$ cat src/design/cbpm_pkg.sv
// Package for the brake pedal monitor: widths, codes, register indexes and
// the structs shared by the front, queue, back and top level. No dependencies.
package cbpm_pkg;

    localparam int LOST_COUNT_MAX = 255;
    localparam int LOST_W         = $clog2(LOST_COUNT_MAX + 1);

    localparam int ID_W       = 29;
    localparam int LEVEL_W    = 8;
    localparam int REGEN_W    = 7;
    localparam int STATUS_W   = 2;
    localparam int POS_W      = 10;
    localparam int REGEN_OUT_W = 12;
    localparam int LOST_CMP_W = (LOST_W > LEVEL_W) ? LOST_W : LEVEL_W;

    localparam int CFG_IDX_W  = 3;
    localparam int CFG_DATA_W = ID_W;

    // stream payload widths, padded to whole bytes
    localparam int S_TDATA_W = ((ID_W + LEVEL_W + 7) / 8) * 8;
    localparam int M_TDATA_W = ((STATUS_W + 1 + POS_W + REGEN_OUT_W + 7) / 8) * 8;

    localparam logic [POS_W-1:0] POS_FULL = POS_W'(1000);

    // divider retires two quotient bits per step
    localparam int DIV_STEPS = POS_W / 2;
    localparam int DIV_CNT_W = $clog2(DIV_STEPS);

    // floor(a / 100) = (a * RECIP_100) >> RECIP_SHIFT for a below 2^17
    localparam int PROD_W      = REGEN_W + POS_W;
    localparam int RECIP_SHIFT = 24;
    localparam int RECIP_W     = 18;
    localparam logic [RECIP_W-1:0] RECIP_100 = RECIP_W'(167773);
    localparam int SCALED_W    = 11;

    // configuration register indexes
    localparam logic [CFG_IDX_W-1:0] REG_RESPONSE_ID = 3'd0;
    localparam logic [CFG_IDX_W-1:0] REG_MIN_LEVEL   = 3'd1;
    localparam logic [CFG_IDX_W-1:0] REG_MAX_LEVEL   = 3'd2;
    localparam logic [CFG_IDX_W-1:0] REG_TOLERANCE   = 3'd3;
    localparam logic [CFG_IDX_W-1:0] REG_MAX_LOST    = 3'd4;
    localparam logic [CFG_IDX_W-1:0] REG_MIN_REGEN   = 3'd5;
    localparam logic [CFG_IDX_W-1:0] REG_MAX_REGEN   = 3'd6;

    localparam logic ACT_TICK = 1'b0;

    typedef enum logic [STATUS_W-1:0] {
        ST_OK   = 2'd0,
        ST_LOST = 2'd1,
        ST_HIGH = 2'd2,
        ST_LOW  = 2'd3
    } t_status;

    typedef enum logic [2:0] {
        BK_IDLE,
        BK_DIV,
        BK_MUL,
        BK_SCALE,
        BK_DONE
    } t_back_state;

    typedef struct packed {
        logic [ID_W-1:0]    response_id;
        logic [LEVEL_W-1:0] min_level;
        logic [LEVEL_W-1:0] max_level;
        logic [LEVEL_W-1:0] tolerance;
        logic [LEVEL_W-1:0] max_lost;
        logic [REGEN_W-1:0] min_regen;
        logic [REGEN_W-1:0] max_regen;
    } t_cfg;

    // classified item passed from front to back
    typedef struct packed {
        t_status            status;
        logic [LEVEL_W-1:0] raw;
    } t_item;

endpackage

$ cat src/design/can_brake_pedal_monitor.sv
// Top level of the brake pedal monitor: configuration registers, front,
// queue and back. Depends on cbpm_pkg, cbpm_front, cbpm_queue and cbpm_back.
//
//  channel   | signals                        | payload
//  ----------+--------------------------------+------------------------------------
//  input     | s_axis_tvalid / s_axis_tready  | tuser: action; tdata: frame_id, position_byte
//  result    | m_axis_tvalid / m_axis_tready  | tdata: status, signal_valid, position, regen
//  config    | i_cfg_we, i_cfg_idx            | i_cfg_data, no read-back
//
// The front classifies a transaction as it is accepted and parks it in a two-entry queue.
// The back steps through idle, multiply, scale and done for each result, with the
// position divider (5 steps of two quotient bits each) between idle and multiply when it runs.
// Reset is synchronous and active low; registers return to their defaults.
// A stalled result port fills the queue, after which s_axis_tready drops.
module can_brake_pedal_monitor (
    input  logic                              i_clk,
    input  logic                              i_rst_n,
    input  logic                              s_axis_tvalid,
    output logic                              s_axis_tready,
    input  logic [cbpm_pkg::S_TDATA_W-1:0]    s_axis_tdata,  // frame_id, position_byte
    input  logic                              s_axis_tuser,  // action
    output logic                              m_axis_tvalid,
    input  logic                              m_axis_tready,
    // status, signal_valid, pedal_position, regen_level
    output logic [cbpm_pkg::M_TDATA_W-1:0]    m_axis_tdata,
    input  logic                              i_cfg_we,
    input  logic [cbpm_pkg::CFG_IDX_W-1:0]    i_cfg_idx,
    input  logic [cbpm_pkg::CFG_DATA_W-1:0]   i_cfg_data
);
    import cbpm_pkg::*;

    t_cfg  r_cfg;
    t_item w_front_item, w_queue_item;
    logic  w_push, w_pop, w_full, w_empty;

    logic [STATUS_W-1:0]           w_status;
    logic                          w_signal_valid;
    logic [POS_W-1:0]              w_pos;
    logic signed [REGEN_OUT_W-1:0] w_regen;

    always_ff @(posedge i_clk) begin
        if (!i_rst_n) begin
            r_cfg.response_id <= ID_W'(1896);
            r_cfg.min_level   <= '0;
            r_cfg.max_level   <= '0;
            r_cfg.tolerance   <= LEVEL_W'(10);
            r_cfg.max_lost    <= LEVEL_W'(3);
            r_cfg.min_regen   <= '0;
            r_cfg.max_regen   <= REGEN_W'(50);
        end else if (i_cfg_we) begin
            unique case (i_cfg_idx)
                REG_RESPONSE_ID: r_cfg.response_id <= i_cfg_data;
                REG_MIN_LEVEL:   r_cfg.min_level   <= i_cfg_data[LEVEL_W-1:0];
                REG_MAX_LEVEL:   r_cfg.max_level   <= i_cfg_data[LEVEL_W-1:0];
                REG_TOLERANCE:   r_cfg.tolerance   <= i_cfg_data[LEVEL_W-1:0];
                REG_MAX_LOST:    r_cfg.max_lost    <= i_cfg_data[LEVEL_W-1:0];
                REG_MIN_REGEN:   r_cfg.min_regen   <= i_cfg_data[REGEN_W-1:0];
                REG_MAX_REGEN:   r_cfg.max_regen   <= i_cfg_data[REGEN_W-1:0];
                default:         r_cfg             <= r_cfg;
            endcase
        end
    end

    cbpm_front u_front (
        .i_clk           (i_clk),
        .i_rst_n         (i_rst_n),
        .i_cfg           (r_cfg),
        .i_valid         (s_axis_tvalid),
        .o_ready         (s_axis_tready),
        .i_action        (s_axis_tuser),
        .i_frame_id      (s_axis_tdata[ID_W-1:0]),
        .i_position_byte (s_axis_tdata[ID_W +: LEVEL_W]),
        .i_q_full        (w_full),
        .o_push          (w_push),
        .o_item          (w_front_item)
    );

    cbpm_queue u_queue (
        .i_clk   (i_clk),
        .i_rst_n (i_rst_n),
        .i_push  (w_push),
        .i_item  (w_front_item),
        .i_pop   (w_pop),
        .o_item  (w_queue_item),
        .o_full  (w_full),
        .o_empty (w_empty)
    );

    cbpm_back u_back (
        .i_clk            (i_clk),
        .i_rst_n          (i_rst_n),
        .i_cfg            (r_cfg),
        .i_q_empty        (w_empty),
        .i_item           (w_queue_item),
        .o_pop            (w_pop),
        .o_valid          (m_axis_tvalid),
        .i_ready          (m_axis_tready),
        .o_status         (w_status),
        .o_signal_valid   (w_signal_valid),
        .o_pedal_position (w_pos),
        .o_regen_level    (w_regen)
    );

    assign m_axis_tdata = M_TDATA_W'({w_regen, w_pos, w_signal_valid, w_status});

endmodule

$ cat src/design/cbpm_front.sv
// Front of the brake pedal monitor: accepts ticks and frames, keeps the
// lost-response counter and raw reading, and classifies the status. Uses cbpm_pkg.
module cbpm_front (
    input  logic                          i_clk,
    input  logic                          i_rst_n,
    input  cbpm_pkg::t_cfg                i_cfg,
    input  logic                          i_valid,
    output logic                          o_ready,
    input  logic                          i_action,
    input  logic [cbpm_pkg::ID_W-1:0]     i_frame_id,
    input  logic [cbpm_pkg::LEVEL_W-1:0]  i_position_byte,
    input  logic                          i_q_full,
    output logic                          o_push,
    output cbpm_pkg::t_item               o_item
);
    import cbpm_pkg::*;

    logic [LOST_W-1:0]  r_lost_ticks, n_lost_ticks;
    logic [LEVEL_W-1:0] r_raw, n_raw;
    logic               w_accept;
    logic               w_lost, w_high, w_low;

    assign o_ready  = !i_q_full;
    assign w_accept = i_valid && o_ready;
    assign o_push   = w_accept;

    always_comb begin
        n_lost_ticks = r_lost_ticks;
        n_raw        = r_raw;
        if (i_action == ACT_TICK) begin
            if (r_lost_ticks != LOST_W'(LOST_COUNT_MAX)) begin
                n_lost_ticks = r_lost_ticks + 1'b1;
            end
        end else if (i_frame_id == i_cfg.response_id) begin
            n_raw        = i_position_byte;
            n_lost_ticks = '0;
        end
    end

    // classify against the state as it stands after this transaction
    assign w_lost = LOST_CMP_W'(n_lost_ticks) >= LOST_CMP_W'(i_cfg.max_lost);
    assign w_high = {1'b0, n_raw} > ({1'b0, i_cfg.max_level} + {1'b0, i_cfg.tolerance});
    assign w_low  = ({1'b0, n_raw} + {1'b0, i_cfg.tolerance}) < {1'b0, i_cfg.min_level};

    always_comb begin
        o_item.raw = n_raw;
        priority if (w_lost) begin
            o_item.status = ST_LOST;
        end else if (w_high) begin
            o_item.status = ST_HIGH;
        end else if (w_low) begin
            o_item.status = ST_LOW;
        end else begin
            o_item.status = ST_OK;
        end
    end

    always_ff @(posedge i_clk) begin
        if (!i_rst_n) begin
            r_lost_ticks <= LOST_W'(LOST_COUNT_MAX);
            r_raw        <= '0;
        end else if (w_accept) begin
            r_lost_ticks <= n_lost_ticks;
            r_raw        <= n_raw;
        end
    end

endmodule

$ cat src/design/cbpm_queue.sv
// Two-entry queue between front and back of the brake pedal monitor.
// Carries classified items; uses cbpm_pkg.
module cbpm_queue (
    input  logic            i_clk,
    input  logic            i_rst_n,
    input  logic            i_push,
    input  cbpm_pkg::t_item i_item,
    input  logic            i_pop,
    output cbpm_pkg::t_item o_item,
    output logic            o_full,
    output logic            o_empty
);
    import cbpm_pkg::*;

    t_item      r_entry [2];
    logic       r_wr_ptr, r_rd_ptr;
    logic [1:0] r_count;

    assign o_full  = (r_count == 2'd2);
    assign o_empty = (r_count == 2'd0);
    assign o_item  = r_entry[r_rd_ptr];

    always_ff @(posedge i_clk) begin
        if (i_push) begin
            r_entry[r_wr_ptr] <= i_item;
        end
    end

    always_ff @(posedge i_clk) begin
        if (!i_rst_n) begin
            r_wr_ptr <= 1'b0;
            r_rd_ptr <= 1'b0;
            r_count  <= '0;
        end else begin
            if (i_push) begin
                r_wr_ptr <= !r_wr_ptr;
            end
            if (i_pop) begin
                r_rd_ptr <= !r_rd_ptr;
            end
            unique case ({i_push, i_pop})
                2'b10:   r_count <= r_count + 1'b1;
                2'b01:   r_count <= r_count - 1'b1;
                default: r_count <= r_count;
            endcase
        end
    end

endmodule

$ cat src/design/cbpm_back.sv
// Back of the brake pedal monitor: normalises the raw reading with a
// two-bit-per-step divider, scales the regen request and holds the result.
// Uses cbpm_pkg.
module cbpm_back (
    input  logic                                i_clk,
    input  logic                                i_rst_n,
    input  cbpm_pkg::t_cfg                      i_cfg,
    input  logic                                i_q_empty,
    input  cbpm_pkg::t_item                     i_item,
    output logic                                o_pop,
    output logic                                o_valid,
    input  logic                                i_ready,
    output logic [cbpm_pkg::STATUS_W-1:0]       o_status,
    output logic                                o_signal_valid,
    output logic [cbpm_pkg::POS_W-1:0]          o_pedal_position,
    output logic signed [cbpm_pkg::REGEN_OUT_W-1:0] o_regen_level
);
    import cbpm_pkg::*;

    t_back_state r_state, n_state;

    t_status                  r_status;
    logic [POS_W-1:0]         r_pos;
    logic [LEVEL_W-1:0]       r_rem, r_den;
    logic [POS_W-1:0]         r_num_lo;
    logic [DIV_CNT_W-1:0]     r_cnt;
    logic                     r_neg;
    logic [PROD_W-1:0]        r_prod;
    logic [SCALED_W-1:0]      r_scaled;

    logic                     r_out_valid;
    t_status                  r_out_status;
    logic [POS_W-1:0]         r_out_pos;
    logic [REGEN_OUT_W-1:0]   r_out_regen;

    // load decode
    logic signed [LEVEL_W:0]  w_diff, w_span;
    logic [LEVEL_W-1:0]       w_abs_diff, w_abs_span;
    logic [LEVEL_W+POS_W-1:0] w_num;
    logic                     w_same_sign;

    // divider step
    logic [LEVEL_W:0]         w_t1, w_r1, w_t2, w_r2;
    logic                     w_q1, w_q2;

    // regen
    logic signed [LEVEL_W-1:0] w_range;
    logic [REGEN_W-1:0]        w_abs_range;
    logic [PROD_W+RECIP_W-1:0] w_recip_prod;
    logic [REGEN_OUT_W-1:0]    w_scaled_ext, w_ten_min, w_regen;

    logic w_take, w_load_out;

    assign w_take     = (r_state == BK_IDLE) && !i_q_empty;
    assign o_pop      = w_take;
    assign w_load_out = (r_state == BK_DONE) && (!r_out_valid || i_ready);

    assign w_diff      = $signed({1'b0, i_item.raw}) - $signed({1'b0, i_cfg.min_level});
    assign w_span      = $signed({1'b0, i_cfg.max_level}) - $signed({1'b0, i_cfg.min_level});
    assign w_abs_diff  = w_diff[LEVEL_W] ? LEVEL_W'(-w_diff) : w_diff[LEVEL_W-1:0];
    assign w_abs_span  = w_span[LEVEL_W] ? LEVEL_W'(-w_span) : w_span[LEVEL_W-1:0];
    assign w_num       = (LEVEL_W + POS_W)'(w_abs_diff) * (LEVEL_W + POS_W)'(POS_FULL);
    assign w_same_sign = (w_diff != 0) && (w_diff[LEVEL_W] == w_span[LEVEL_W]);

    // two restoring steps; the partial remainder always stays below the divisor
    assign w_t1 = {r_rem, r_num_lo[POS_W-1]};
    assign w_q1 = w_t1 >= {1'b0, r_den};
    assign w_r1 = w_q1 ? (w_t1 - {1'b0, r_den}) : w_t1;
    assign w_t2 = {w_r1[LEVEL_W-1:0], r_num_lo[POS_W-2]};
    assign w_q2 = w_t2 >= {1'b0, r_den};
    assign w_r2 = w_q2 ? (w_t2 - {1'b0, r_den}) : w_t2;

    assign w_range      = $signed({1'b0, i_cfg.max_regen}) - $signed({1'b0, i_cfg.min_regen});
    assign w_abs_range  = w_range[LEVEL_W-1] ? REGEN_W'(-w_range) : w_range[REGEN_W-1:0];
    assign w_recip_prod = (PROD_W + RECIP_W)'(r_prod) * (PROD_W + RECIP_W)'(RECIP_100);

    assign w_scaled_ext = REGEN_OUT_W'(r_scaled);
    assign w_ten_min    = REGEN_OUT_W'(i_cfg.min_regen) * REGEN_OUT_W'(10);
    always_comb begin
        if (r_pos == '0) begin
            w_regen = '0;
        end else if (r_neg) begin
            w_regen = (-w_scaled_ext) - w_ten_min;
        end else begin
            w_regen = w_scaled_ext - w_ten_min;
        end
    end

    always_comb begin
        n_state = r_state;
        unique case (r_state)
            BK_IDLE: begin
                if (w_take) begin
                    if (i_item.status == ST_OK && i_cfg.max_level != '0 && w_span != 0
                        && w_same_sign && w_abs_diff < w_abs_span) begin
                        n_state = BK_DIV;
                    end else begin
                        n_state = BK_MUL;
                    end
                end
            end
            BK_DIV: begin
                if (r_cnt == DIV_CNT_W'(DIV_STEPS - 1)) begin
                    n_state = BK_MUL;
                end
            end
            BK_MUL:   n_state = BK_SCALE;
            BK_SCALE: n_state = BK_DONE;
            BK_DONE: begin
                if (w_load_out) begin
                    n_state = BK_IDLE;
                end
            end
            default:  n_state = BK_IDLE;
        endcase
    end

    always_ff @(posedge i_clk) begin
        if (!i_rst_n) begin
            r_state <= BK_IDLE;
        end else begin
            r_state <= n_state;
        end
    end

    always_ff @(posedge i_clk) begin
        unique case (r_state)
            BK_IDLE: begin
                if (w_take) begin
                    r_status <= i_item.status;
                    r_cnt    <= '0;
                    r_rem    <= w_num[LEVEL_W+POS_W-1:POS_W];
                    r_num_lo <= w_num[POS_W-1:0];
                    r_den    <= w_abs_span;
                    priority if (i_item.status != ST_OK || i_cfg.max_level == '0) begin
                        r_pos <= '0;
                    end else if (w_span == 0) begin
                        r_pos <= (i_item.raw > i_cfg.max_level) ? POS_FULL : '0;
                    end else if (!w_same_sign) begin
                        r_pos <= '0;
                    end else if (w_abs_diff >= w_abs_span) begin
                        r_pos <= POS_FULL;
                    end else begin
                        r_pos <= '0;
                    end
                end
            end
            BK_DIV: begin
                r_rem    <= w_r2[LEVEL_W-1:0];
                r_num_lo <= {r_num_lo[POS_W-3:0], 2'b00};
                r_pos    <= {r_pos[POS_W-3:0], w_q1, w_q2};
                r_cnt    <= r_cnt + 1'b1;
            end
            BK_MUL: begin
                r_neg  <= !w_range[LEVEL_W-1] && (w_range != 0);
                r_prod <= PROD_W'(w_abs_range) * PROD_W'(r_pos);
            end
            BK_SCALE: begin
                r_scaled <= w_recip_prod[RECIP_SHIFT +: SCALED_W];
            end
            default: begin
                r_cnt <= r_cnt;
            end
        endcase
    end

    // output register: hold until taken
    always_ff @(posedge i_clk) begin
        if (!i_rst_n) begin
            r_out_valid <= 1'b0;
        end else if (w_load_out) begin
            r_out_valid <= 1'b1;
        end else if (i_ready) begin
            r_out_valid <= 1'b0;
        end
    end

    always_ff @(posedge i_clk) begin
        if (w_load_out) begin
            r_out_status <= r_status;
            r_out_pos    <= r_pos;
            r_out_regen  <= w_regen;
        end
    end

    assign o_valid          = r_out_valid;
    assign o_status         = r_out_status;
    assign o_signal_valid   = (r_out_status == ST_OK);
    assign o_pedal_position = r_out_pos;
    assign o_regen_level    = $signed(r_out_regen);

endmodule

$ cat config.mk
export PLATFORM = sky130hd
export DESIGN_NAME = can_brake_pedal_monitor
export DESIGN_NICKNAME = d
export VERILOG_FILES = /design/src/design/cbpm_pkg.sv /design/src/design/can_brake_pedal_monitor.sv /design/src/design/cbpm_front.sv /design/src/design/cbpm_queue.sv /design/src/design/cbpm_back.sv
export SDC_FILE = /design/constraint.sdc
export NUM_CORES = 1
export LEC_CHECK = 0
export ABC_CLOCK_PERIOD_IN_PS = 9100
export BUFFER_PORTS_ARGS = -buffer_cell sky130_fd_sc_hd__buf_2
export CAP_MARGIN = 15
export CORE_MARGIN = 2
export CORE_UTILIZATION = 60
export DETAILED_ROUTE_END_ITERATION = 8
export PLACE_DENSITY = 0.78
export SETUP_SLACK_MARGIN = 0.02
export SLEW_MARGIN = 25
export SYNTH_ARGS = -nofsm -noshare
export SYNTH_HDL_FRONTEND = slang
export SYNTH_HIERARCHICAL = 1
export SYNTH_SLANG_ARGS = --single-unit
$ cat constraint.sdc
create_clock -name i_clk -period 9.1 [get_ports i_clk]
set_input_delay 0.455 -clock i_clk [delete_from_list [all_inputs] [get_ports i_clk]]
set_output_delay 0.455 -clock i_clk [all_outputs]
set_load 0.01 [all_outputs]
==> run_results.csv, run 1 <==
group,metric,value,unit
run_status,status,"completed",
yosys,ys_types,91,
yosys,synth_top_flop_cell,"edfxtp_1",
worst_setup_path,cp.required,9.41,ns
yosys,syn_avg_cell_area,9.71,um2
grt,grt_max_degree,96,
sta,whs,0.126,ns
finish,nNetsFinal,3050,
floorplan,die_y,199,um
yosys,netlist_area,22800,um2
floorplan,initial_core_util,60.7,%
finish,area_growth,8.24,%
floorplan,boundaryPins,112,
grt,grt_overflow,0,
finish,n_antenna_cell,0,
worst_setup_path,critPathCaptureType,"flip-flop",
grt,grt_pass1_vias,17500,
worst_setup_path,timing_worst_setup_path_type,"flip-flop to flip-flop",
sta,min_period_over_period,83.2,%
cts,clock_latency,0.58,ns
floorplan,die_w,199,um
yosys,ys_async_sr_fraction,0,%
sta,grt_setup_unrepaired,"no",
sta,post-route-min-period,7.57,ns
drt,drtPass1Iterations,5,
cts,cts-buffers-inserted,26,
cts,hold_buffers,0,
yosys,yosys_warnings,6,
cts,clock_path_buffers,3,
yosys,synthTopCellsByArea,"ha_1, fa_1, edfxtp_1",
placement,place_congestion,0.916,
cts,clock_sinks,211,
drt,met1Wirelength,21500,um
placement,port_buffers,101,
floorplan,coreArea,37500,um2
drt,avgRoutedWirePerCell,16.9,um
worst_setup_path,worst_setup_path_start_kind,"flip-flop",
drt,antenna_left,0,
yosys,ys_ff_latch,211,
sta,finClkSkew,0.0310,ns
yosys,seq_area_frac_synth,23.4,%
cts,cts.clk_slew.worst_paths,0.06,ns
drt,drt-total-wl,50200,um
worst_setup_path,arrival,7.88,ns
flow_run,cap_viol_max_count,0,
sta,setup_viol,0,
sta,tightest_slew,0.941,ns
drt,initialDrtViolationCount,992,
floorplan,die_area,39500,um2
sta,finalSetupTns,0,ns
cts,cts_htree_levels,1,
yosys,synth_top_area_share,19.6,%
finish,fillers,3016,
cts,cts_tree,"yes",
yosys,syn_inst,2344,
yosys,synth_top_cell_by_area,"ha_1",
grt,grt_pass1_wl,83900,um
drt,wl_met2,25400,um
drt,drcViolationCount,0,
yosys,synthMostInstantiatedCell,"inv_1",
drt,dr_wl_met3,2040,um
drt,vias,16900,
grt,antenna_found_initial,0,
finish,layout-drive-gt1-share,8.76,%
sta,timing_hold_violations_final,0,
floorplan,fp-row-count,71,
drt,viasPerCell,5.71,
grt,grt_usage,26.1,%
sta,slew_headroom,37.3,%
worst_setup_path,crit_fanout,14,
sta,final_max_slew_viol_count,0,
cts,cts_resized,0,
cts,clockRootBuffer,"clkbuf_16",
yosys,ys_top_cells_by_count,"inv_1, ha_1, fa_1",
drt,topRoutingLayerUsed,"met4",
sta,fmax,0.132,GHz
yosys,synth-edff-count,111,
cts,post-cts-setup-buffers,0,
placement,hpwl,40200,um
worst_hold_path,min_path_type,"input port to flip-flop",
## sequential cells by signal, indices dropped and copies added, names as in the netlist, 10 cells and up, named ones only
| name | count |
|---|---|
| r_cfg | 75 |
| u_queue/r_entry | 20 |
| u_back/r_prod | 17 |
| u_back/o_regen_level | 12 |
| u_back/r_scaled | 11 |
| u_back/o_pedal_position | 10 |
| u_back/r_pos | 10 |
## cells by family (layout without fill, tap and decap cells)
family,after synthesis,in the layout,synth area share [%]
mux,113,113,5.12
simple gates,520,520,11.5
other cells,1,7,0.0165
xor+xnor,130,130,5.00
buf+inv,427,532,7.40
fa+ha+maj,537,537,35.5
flops,211,211,23.4
compound gates,405,405,12.0
## per-stage QoR
stage	area, um2	setup WS [ns]	util, %	instances
global route	24600	1.16	65.7	2966
global placement	23700	1.80	63.3	2918
detailed placement	23700	1.63	63.3	2918
CTS	24600	1.60	65.7	2966
floorplan	22800	2.43	-	2350
finish	24600	1.53	65.7	2966
## area by class of cell
| type | count | area [um2] | area share [%] |
|---|---|---|---|
| Clock inverter | 13 | 126 | 0.513 |
| Sequential cell | 211 | 5340 | 21.7 |
| Tap cell | 511 | 639 | 2.60 |
| Inverter | 372 | 1400 | 5.67 |
| Clock buffer | 35 | 748 | 3.04 |
| Timing Repair Buffer | 112 | 591 | 2.40 |
| Multi-Input combinational cell | 1712 | 15800 | 64.1 |
## critical path, cell delays in order, from the launching register on
cell and delay, ns:
dfxtp_1 0.45, inv_1 0.19, ha_1 0.30, nor2b_1 0.13, o21a_1 0.18, o21a_1 0.20
o31ai_1 0.31, a21oi_1 0.34, o21ai_1 0.70, a21boi_0 0.27, fa_1 0.60, inv_1 0.06
fa_1 0.55, inv_1 0.07, fa_1 0.55, inv_1 0.06, fa_1 0.52, inv_1 0.04
ha_1 0.21, or3_1 0.35, o211ai_1 0.23, or4b_1 0.51, a31o_2 0.26, a21oi_1 0.18
xnor2_1 0.08
## layout by cell type (no fill, tap or decap), types with 26 or more instances in the layout
master     count
nor2b_1       46
xnor2_1       91
edfxtp_1     111
mux2i_1       86
dfxtp_1      100
a21o_1        29
ha_1         356
o21a_1        27
nand4_1       26
o211ai_1      27
nand3_1       29
a21boi_0      34
buf_2        100
xor2_1        38
o21ai_0       69
nand2_1      177
nor2_1        96
inv_1        371
clkbuf_16     28
fa_1         181
a21oi_1      104
## worst paths after layout
check,startpoint,to,slack (ns),depth (start not counted)
max,r_cfg[8],u_back/r_prod[16],1.53,24
min,i_cfg_data[11],r_cfg[57],0.13,3
max reg2reg,r_cfg[8],u_back/r_prod[16],1.53,24
min reg2reg,u_back/r_status[0],u_back/o_status[0],0.43,0
## per-layer routing
layer,GRT usage [%],vias to the layer above
met4,7.05,0
met2,47.7,404
met1,33.0,8238
li1,-,8204
met3,2.56,100
met5,0,-
Power of run 1 is left out: the tool's default activity adds up to more than one toggle a clock period on the data nets, which glitch-free logic cannot reach.
==> run 2, diff against run 1 <==
--- a/config.mk
+++ b/config.mk
@@ -5,7 +5,7 @@
 export SDC_FILE = /design/constraint.sdc
 export NUM_CORES = 1
 export LEC_CHECK = 0
-export ABC_CLOCK_PERIOD_IN_PS = 9100
+export ABC_CLOCK_PERIOD_IN_PS = 7500
 export BUFFER_PORTS_ARGS = -buffer_cell sky130_fd_sc_hd__buf_2
 export CAP_MARGIN = 15
 export CORE_MARGIN = 2
==> constraint.sdc (replaced) <==
create_clock -name i_clk -period 7.5 [get_ports i_clk]
set_input_delay 0.375 -clock i_clk [delete_from_list [all_inputs] [get_ports i_clk]]
set_output_delay 0.375 -clock i_clk [all_outputs]
set_load 0.01 [all_outputs]
==> run_results.csv, run 2 (synthesis gave the netlist of run 1 again) <==
group,metric,value,unit
placement,pre_cts_ws,0.286,ns
grt,grt_pass1_wl,84100,um
finish,layout_commonest_cell,"inv_1",
cts,cts.clk_slew.worst_paths,0.06,ns
worst_hold_path,hp-start,"i_cfg_data[24]",
grt,grt_overflow,0,
sta,min_period_over_period,95.5,%
finish,largest_register_ff_count,75,
floorplan,die_y,199,um
finish,mostFrequentLayoutCells,"inv_1, ha_1, fa_1",
cts,cts-buffers-inserted,24,
cts,clock_sinks,211,
cts,clock_latency,0.54,ns
worst_setup_path,reg2reg_depth,24,
finish,n_antenna_cell,0,
sta,grt_setup_unrepaired,"yes",
finish,top_regs,"r_cfg: 75 flops, u_queue/r_entry: 20 flops, u_back/r_prod: 17 flops",
finish,area_growth,8.31,%
finish,nNetsFinal,3058,
sta,worst_slack,0.337,ns
worst_setup_path,timing_worst_setup_path_type,"flip-flop to flip-flop",
grt,grt_pass1_vias,17400,
worst_setup_path,regToRegEndpoint,"u_back/r_prod[16]",
drt,antenna_left,0,
floorplan,coreArea,37500,um2
drt,avgRoutedWirePerCell,17.1,um
cts,clock_path_buffers,3,
sta,post-route-min-period,7.16,ns
floorplan,fp-row-count,71,
grt,grt_max_degree,99,
placement,placed_cell_area,23800,um2
sta,tightest_slew,0.930,ns
worst_hold_path,min_path_type,"input port to flip-flop",
sta,fmax,0.140,GHz
floorplan,initial_core_util,60.7,%
worst_setup_path,arrival,7.44,ns
grt,grt_usage,26.5,%
drt,drcViolationCount,0,
flow_run,cap_viol_max_count,0,
worst_setup_path,r2r_slack,0.34,ns
finish,top_register,"r_cfg",
sta,slew_headroom,38.0,%
worst_setup_path,cp.required,7.78,ns
placement,hpwl,40900,um
sta,finClkSkew,0.0163,ns
cts,cts_htree_levels,1,
worst_hold_path,worstHoldEndpoint,"r_cfg[70]",
run_status,status,"completed",
cts,clockRootBuffer,"clkbuf_16",
sta,whs,0.0839,ns
worst_setup_path,slowest_stage,"fa_1",
grt,antenna_found_initial,0,
worst_setup_path,timing.rr.start,"r_cfg[7]",
placement,place_congestion,0.927,
floorplan,die_area,39500,um2
cts,hold_buffers,0,
worst_setup_path,crit_path_frequent_cell,"fa_1",
floorplan,die_w,199,um
worst_setup_path,critPathCaptureType,"flip-flop",
sta,final_max_slew_viol_count,0,
drt,vias,16900,
sta,timing_hold_violations_final,0,
cts,cts_tree,"yes",
sta,setup_viol,0,
worst_setup_path,crit_fanout,8,
placement,port_buffers,101,
worst_setup_path,path_cells,"ha_1 > inv_1 > fa_1 > a21o_1 > a21oi_1 > xnor2_1 > a2111oi_1 > o21ai_1 > buf_4 > a21bo_2 > fa_1 > fa_1 > inv_1 > fa_1 > inv_1 > fa_1 > inv_1 > ha_1 > or3_1 > o211ai_1 > or4b_1 > a31o_2 > a21oi_1 > xnor2_1",
worst_setup_path,worst_setup_path_start_kind,"flip-flop",
finish,postLayoutCellArea,24600,um2
floorplan,boundaryPins,112,
drt,drt-total-wl,50900,um
worst_hold_path,hold_depth,3,
finish,layout-drive-gt1-share,8.90,%
drt,drtPass1Iterations,5,
worst_setup_path,cp_slowest_stage_delay,0.53,ns
drt,initialDrtViolationCount,802,
drt,viasPerCell,5.67,
[run 2: cell type report]
class	count	area, um2
repair buffers	122	666
flip-flops and latches	211	5340
clock buffers	43	793
well taps	511	639
clock inverters	1	8.76
fillers	3030	12800
multi-input cells	1712	15800
inverters	372	1400
[run 2: layer usage]
| layer | up-vias | GRT usage, % | part of all wire (%) | routed length [um] |
|---|---|---|---|---|
| met5 | - | 0 | 0 | 0 |
| met4 | 0 | 7.52 | 2.7 | 1360 |
| met3 | 99 | 2.78 | 3.9 | 1990 |
| met2 | 336 | 48.1 | 50 | 25500 |
| met1 | 8205 | 33.4 | 43 | 22100 |
| li1 | 8211 | - | - | - |
[run 2: metrics by stage]
step | instances | setup TNS [ns] | util [%]
2_1_floorplan | 2350 | 0 | -
3_3_place_gp | 2928 | 0 | 63.5
3_5_place_dp | 2928 | 0 | 63.5
4_1_cts | 2972 | 0 | 65.7
5_1_grt | 2972 | -0.0119 | 65.7
6_report | 2972 | 0 | 65.7
[run 2: worst max-delay path by stage]
stage | start | endpoint | cells past startpoint
2_1_floorplan | r_cfg[7] | u_back/r_prod[16] | 25
3_3_place_gp | flip-flop | u_back/r_rem[4] | 23
3_5_place_dp | flip-flop | u_back/r_rem[4] | 23
4_1_cts | flip-flop | u_back/r_rem[4] | 20
5_1_grt | r_cfg[7] | u_back/r_prod[16] | 24
6_report | r_cfg[7] | u_back/r_prod[16] | 24
[run 2: critical path, delay by kind of cell, from the launching register on]
kind,cells,cell delay [ns]
AO/OA/AOI/OAI,8,2.01
XOR/XNOR,2,0.25
adder cells (fa/ha/maj),7,2.89
buffers and inverters,5,0.42
flip-flops,1,0.42
AND/OR/NAND/NOR,2,0.89
[run 2: timing repair]
| item | CTS | global route |
|---|---|---|
| resized for setup | 0 | 6 |
| buffers inserted | 0 | 0 |
| setup endpoints to repair | 0 | 4 |
Power of run 2 is left out for the same reason.
==> run 3, diff against run 2 <==
--- a/config.mk
+++ b/config.mk
@@ -5,6 +5,7 @@
 export SDC_FILE = /design/constraint.sdc
 export NUM_CORES = 1
 export LEC_CHECK = 0
+export ABC_AREA = 1
 export ABC_CLOCK_PERIOD_IN_PS = 7500
 export BUFFER_PORTS_ARGS = -buffer_cell sky130_fd_sc_hd__buf_2
 export CAP_MARGIN = 15
@@ -12,8 +13,9 @@
 export CORE_UTILIZATION = 60
 export DETAILED_ROUTE_END_ITERATION = 8
 export PLACE_DENSITY = 0.78
+export REMOVE_ABC_BUFFERS = 1
 export SETUP_SLACK_MARGIN = 0.02
-export SLEW_MARGIN = 25
+export SLEW_MARGIN = 20
 export SYNTH_ARGS = -nofsm -noshare
 export SYNTH_HDL_FRONTEND = slang
 export SYNTH_HIERARCHICAL = 1
==> run_results.csv, run 3 <==
group,metric,value,unit
run_status,status,"completed",
grt,grt_max_degree,83,
finish,layout-drive-gt1-share,7.10,%
cts,post-cts-setup-buffers,0,
yosys,synth_top_cell_by_area,"ha_1",
placement,port_buffers,101,
sta,finalSetupTns,0,ns
drt,drcViolationCount,0,
yosys,ys_top_cells_by_count,"inv_1, nand2_1, ha_1",
finish,nNetsFinal,3806,
grt,grt_pass1_wl,96800,um
flow_run,cap_viol_max_count,0,
drt,avgRoutedWirePerCell,15.7,um
cts,clock_path_buffers,3,
finish,layout_commonest_cell,"inv_1",
finish,largest_register_ff_count,75,
worst_setup_path,worst_setup_path_start_kind,"flip-flop",
sta,finClkSkew,0.0198,ns
cts,cts-buffers-inserted,25,
grt,grt_pass1_vias,20000,
floorplan,die_w,204,um
floorplan,boundaryPins,112,
worst_setup_path,cp.required,7.79,ns
worst_setup_path,arrival,6.97,ns
placement,place_congestion,0.947,
finish,fillers,3380,
grt,grt_overflow,0,
yosys,seq_area_frac_synth,22.2,%
cts,clockRootBuffer,"clkbuf_16",
yosys,synthMostInstantiatedCell,"inv_1",
cts,cts_resized,0,
finish,top_register,"r_cfg",
drt,drtPass1Iterations,6,
cts,cts_tree,"yes",
finish,area_growth,7.77,%
cts,hold_buffers,0,
drt,antenna_left,0,
worst_setup_path,timing_worst_setup_path_type,"flip-flop to flip-flop",
grt,antenna_found_initial,0,
yosys,syn_inst,3086,
cts,clock_latency,0.55,ns
worst_setup_path,critPathCaptureType,"flip-flop",
sta,tightest_slew,1.03,ns
cts,cts.clk_slew.worst_paths,0.06,ns
worst_hold_path,hp-start,"i_cfg_data[10]",
finish,top_regs,"r_cfg: 75 flops, u_queue/r_entry: 20 flops, u_back/r_prod: 17 flops",
floorplan,die_area,41600,um2
finish,n_antenna_cell,0,
yosys,syn_avg_cell_area,7.78,um2
yosys,ys_types,62,
drt,vias,20200,
yosys,synth_top_area_share,18.6,%
yosys,ys_async_sr_fraction,0,%
cts,cts_htree_levels,1,
drt,viasPerCell,5.40,
floorplan,coreArea,39600,um2
yosys,netlist_area,24000,um2
yosys,synth-edff-count,111,
floorplan,die_y,204,um
drt,drt-total-wl,58500,um
yosys,ys_ff_latch,211,
worst_setup_path,crit_fanout,10,
finish,mostFrequentLayoutCells,"inv_1, nand2_1, ha_1",
sta,fmax,0.150,GHz
grt,grt_usage,28.6,%
sta,setup_viol,0,
sta,grt_setup_unrepaired,"no",
placement,hpwl,48200,um
yosys,synthTopCellsByArea,"ha_1, fa_1, edfxtp_1",
cts,clock_sinks,211,
yosys,yosys_warnings,6,
worst_hold_path,min_path_type,"input port to flip-flop",
floorplan,initial_core_util,60.5,%
drt,initialDrtViolationCount,1539,
sta,timing_hold_violations_final,0,
yosys,synth_top_flop_cell,"edfxtp_1",
sta,slew_headroom,31.0,%
sta,post-route-min-period,6.68,ns
sta,min_period_over_period,89.1,%
sta,final_max_slew_viol_count,0,
floorplan,fp-row-count,73,
[run 3: cell count changes after synthesis, sizes merged, moves of 54 or more]
cell	before	now
a21oi	104	158
nand2	178	601
nor2	97	350
nand3	29	196
mux2i	86	0
inv	371	647
xnor2	91	23
[run 3: final timing paths]
path                        end  depth (start not counted)  slack (ns)
min                   r_cfg[56]                          3        0.02
min reg2reg  u_back/o_status[0]                          0        0.42
max             u_back/r_rem[4]                         27        0.82
max reg2reg     u_back/r_rem[4]                         27        0.82
[run 3: layout make-up]
type / count / area [um2] / share of cell area (%)
Multi-Input combinational cell: 2188 / 16000 / 61.9
Sequential cell: 211 / 5340 / 20.6
Inverter: 648 / 2430 / 9.40
Clock buffer: 34 / 699 / 2.70
Tap cell: 525 / 657 / 2.54
Timing Repair Buffer: 117 / 646 / 2.50
Clock inverter: 12 / 71.3 / 0.276
[run 3: metal layers]
layer  vias to the layer above  routed length (um)  GRT usage (%)  share of wire [%]
met4                         0                1940           9.60                3.3
met5                         -                   0              0                  0
met2                       607               27500           49.1                 47
met3                       111                3590           3.79                6.1
met1                      9486               25500           37.4                 44
li1                       9975                   -              -                  -
[run 3: critical path: stages (launching register included)]
cell and delay (ns):
dfxtp_1 0.69, mux2_4 0.35, inv_1 0.09, ha_1 0.15
inv_1 0.06, fa_1 0.41, nand2_1 0.11, nand2_1 0.07
nand4_1 0.07, nand2_1 0.13, nor2_1 0.14, xor2_1 0.32
inv_1 0.23, fa_1 0.52, inv_1 0.05, fa_1 0.45
fa_1 0.52, inv_1 0.06, fa_1 0.47, ha_1 0.38
a21oi_1 0.20, nand2_1 0.12, a21oi_1 0.21, nor2_1 0.08
o21ai_0 0.14, nand2_1 0.09, o21ai_0 0.23, nand2_1 0.08
[run 3: kinds of logic after synthesis]
| group | share of synthesized area, % |
|---|---|
| flops | 22.2 |
| compound gates | 7.37 |
| buf+inv | 11.2 |
| xor+xnor | 3.06 |
| fa+ha+maj | 33.7 |
| simple gates | 21.8 |
| other cells | 0.0156 |
| mux | 0.626 |
[run 3: through the flow]
stage / utilization [%] / std cells / worst slack [ns] / area [um2] / hold WS (ns)
floorplan: - / 3047 / 1.18 / 23800 / 0.400
global placement: 63.2 / 3688 / 0.947 / 25100 / 0.403
detailed placement: 63.2 / 3688 / 0.808 / 25100 / 0.408
CTS: 65.2 / 3734 / 0.771 / 25800 / 0.00410
global route: 65.2 / 3735 / 0.141 / 25900 / 0.0388
finish: 65.2 / 3735 / 0.815 / 25900 / 0.0239
Power of run 3 is left out for the same reason.
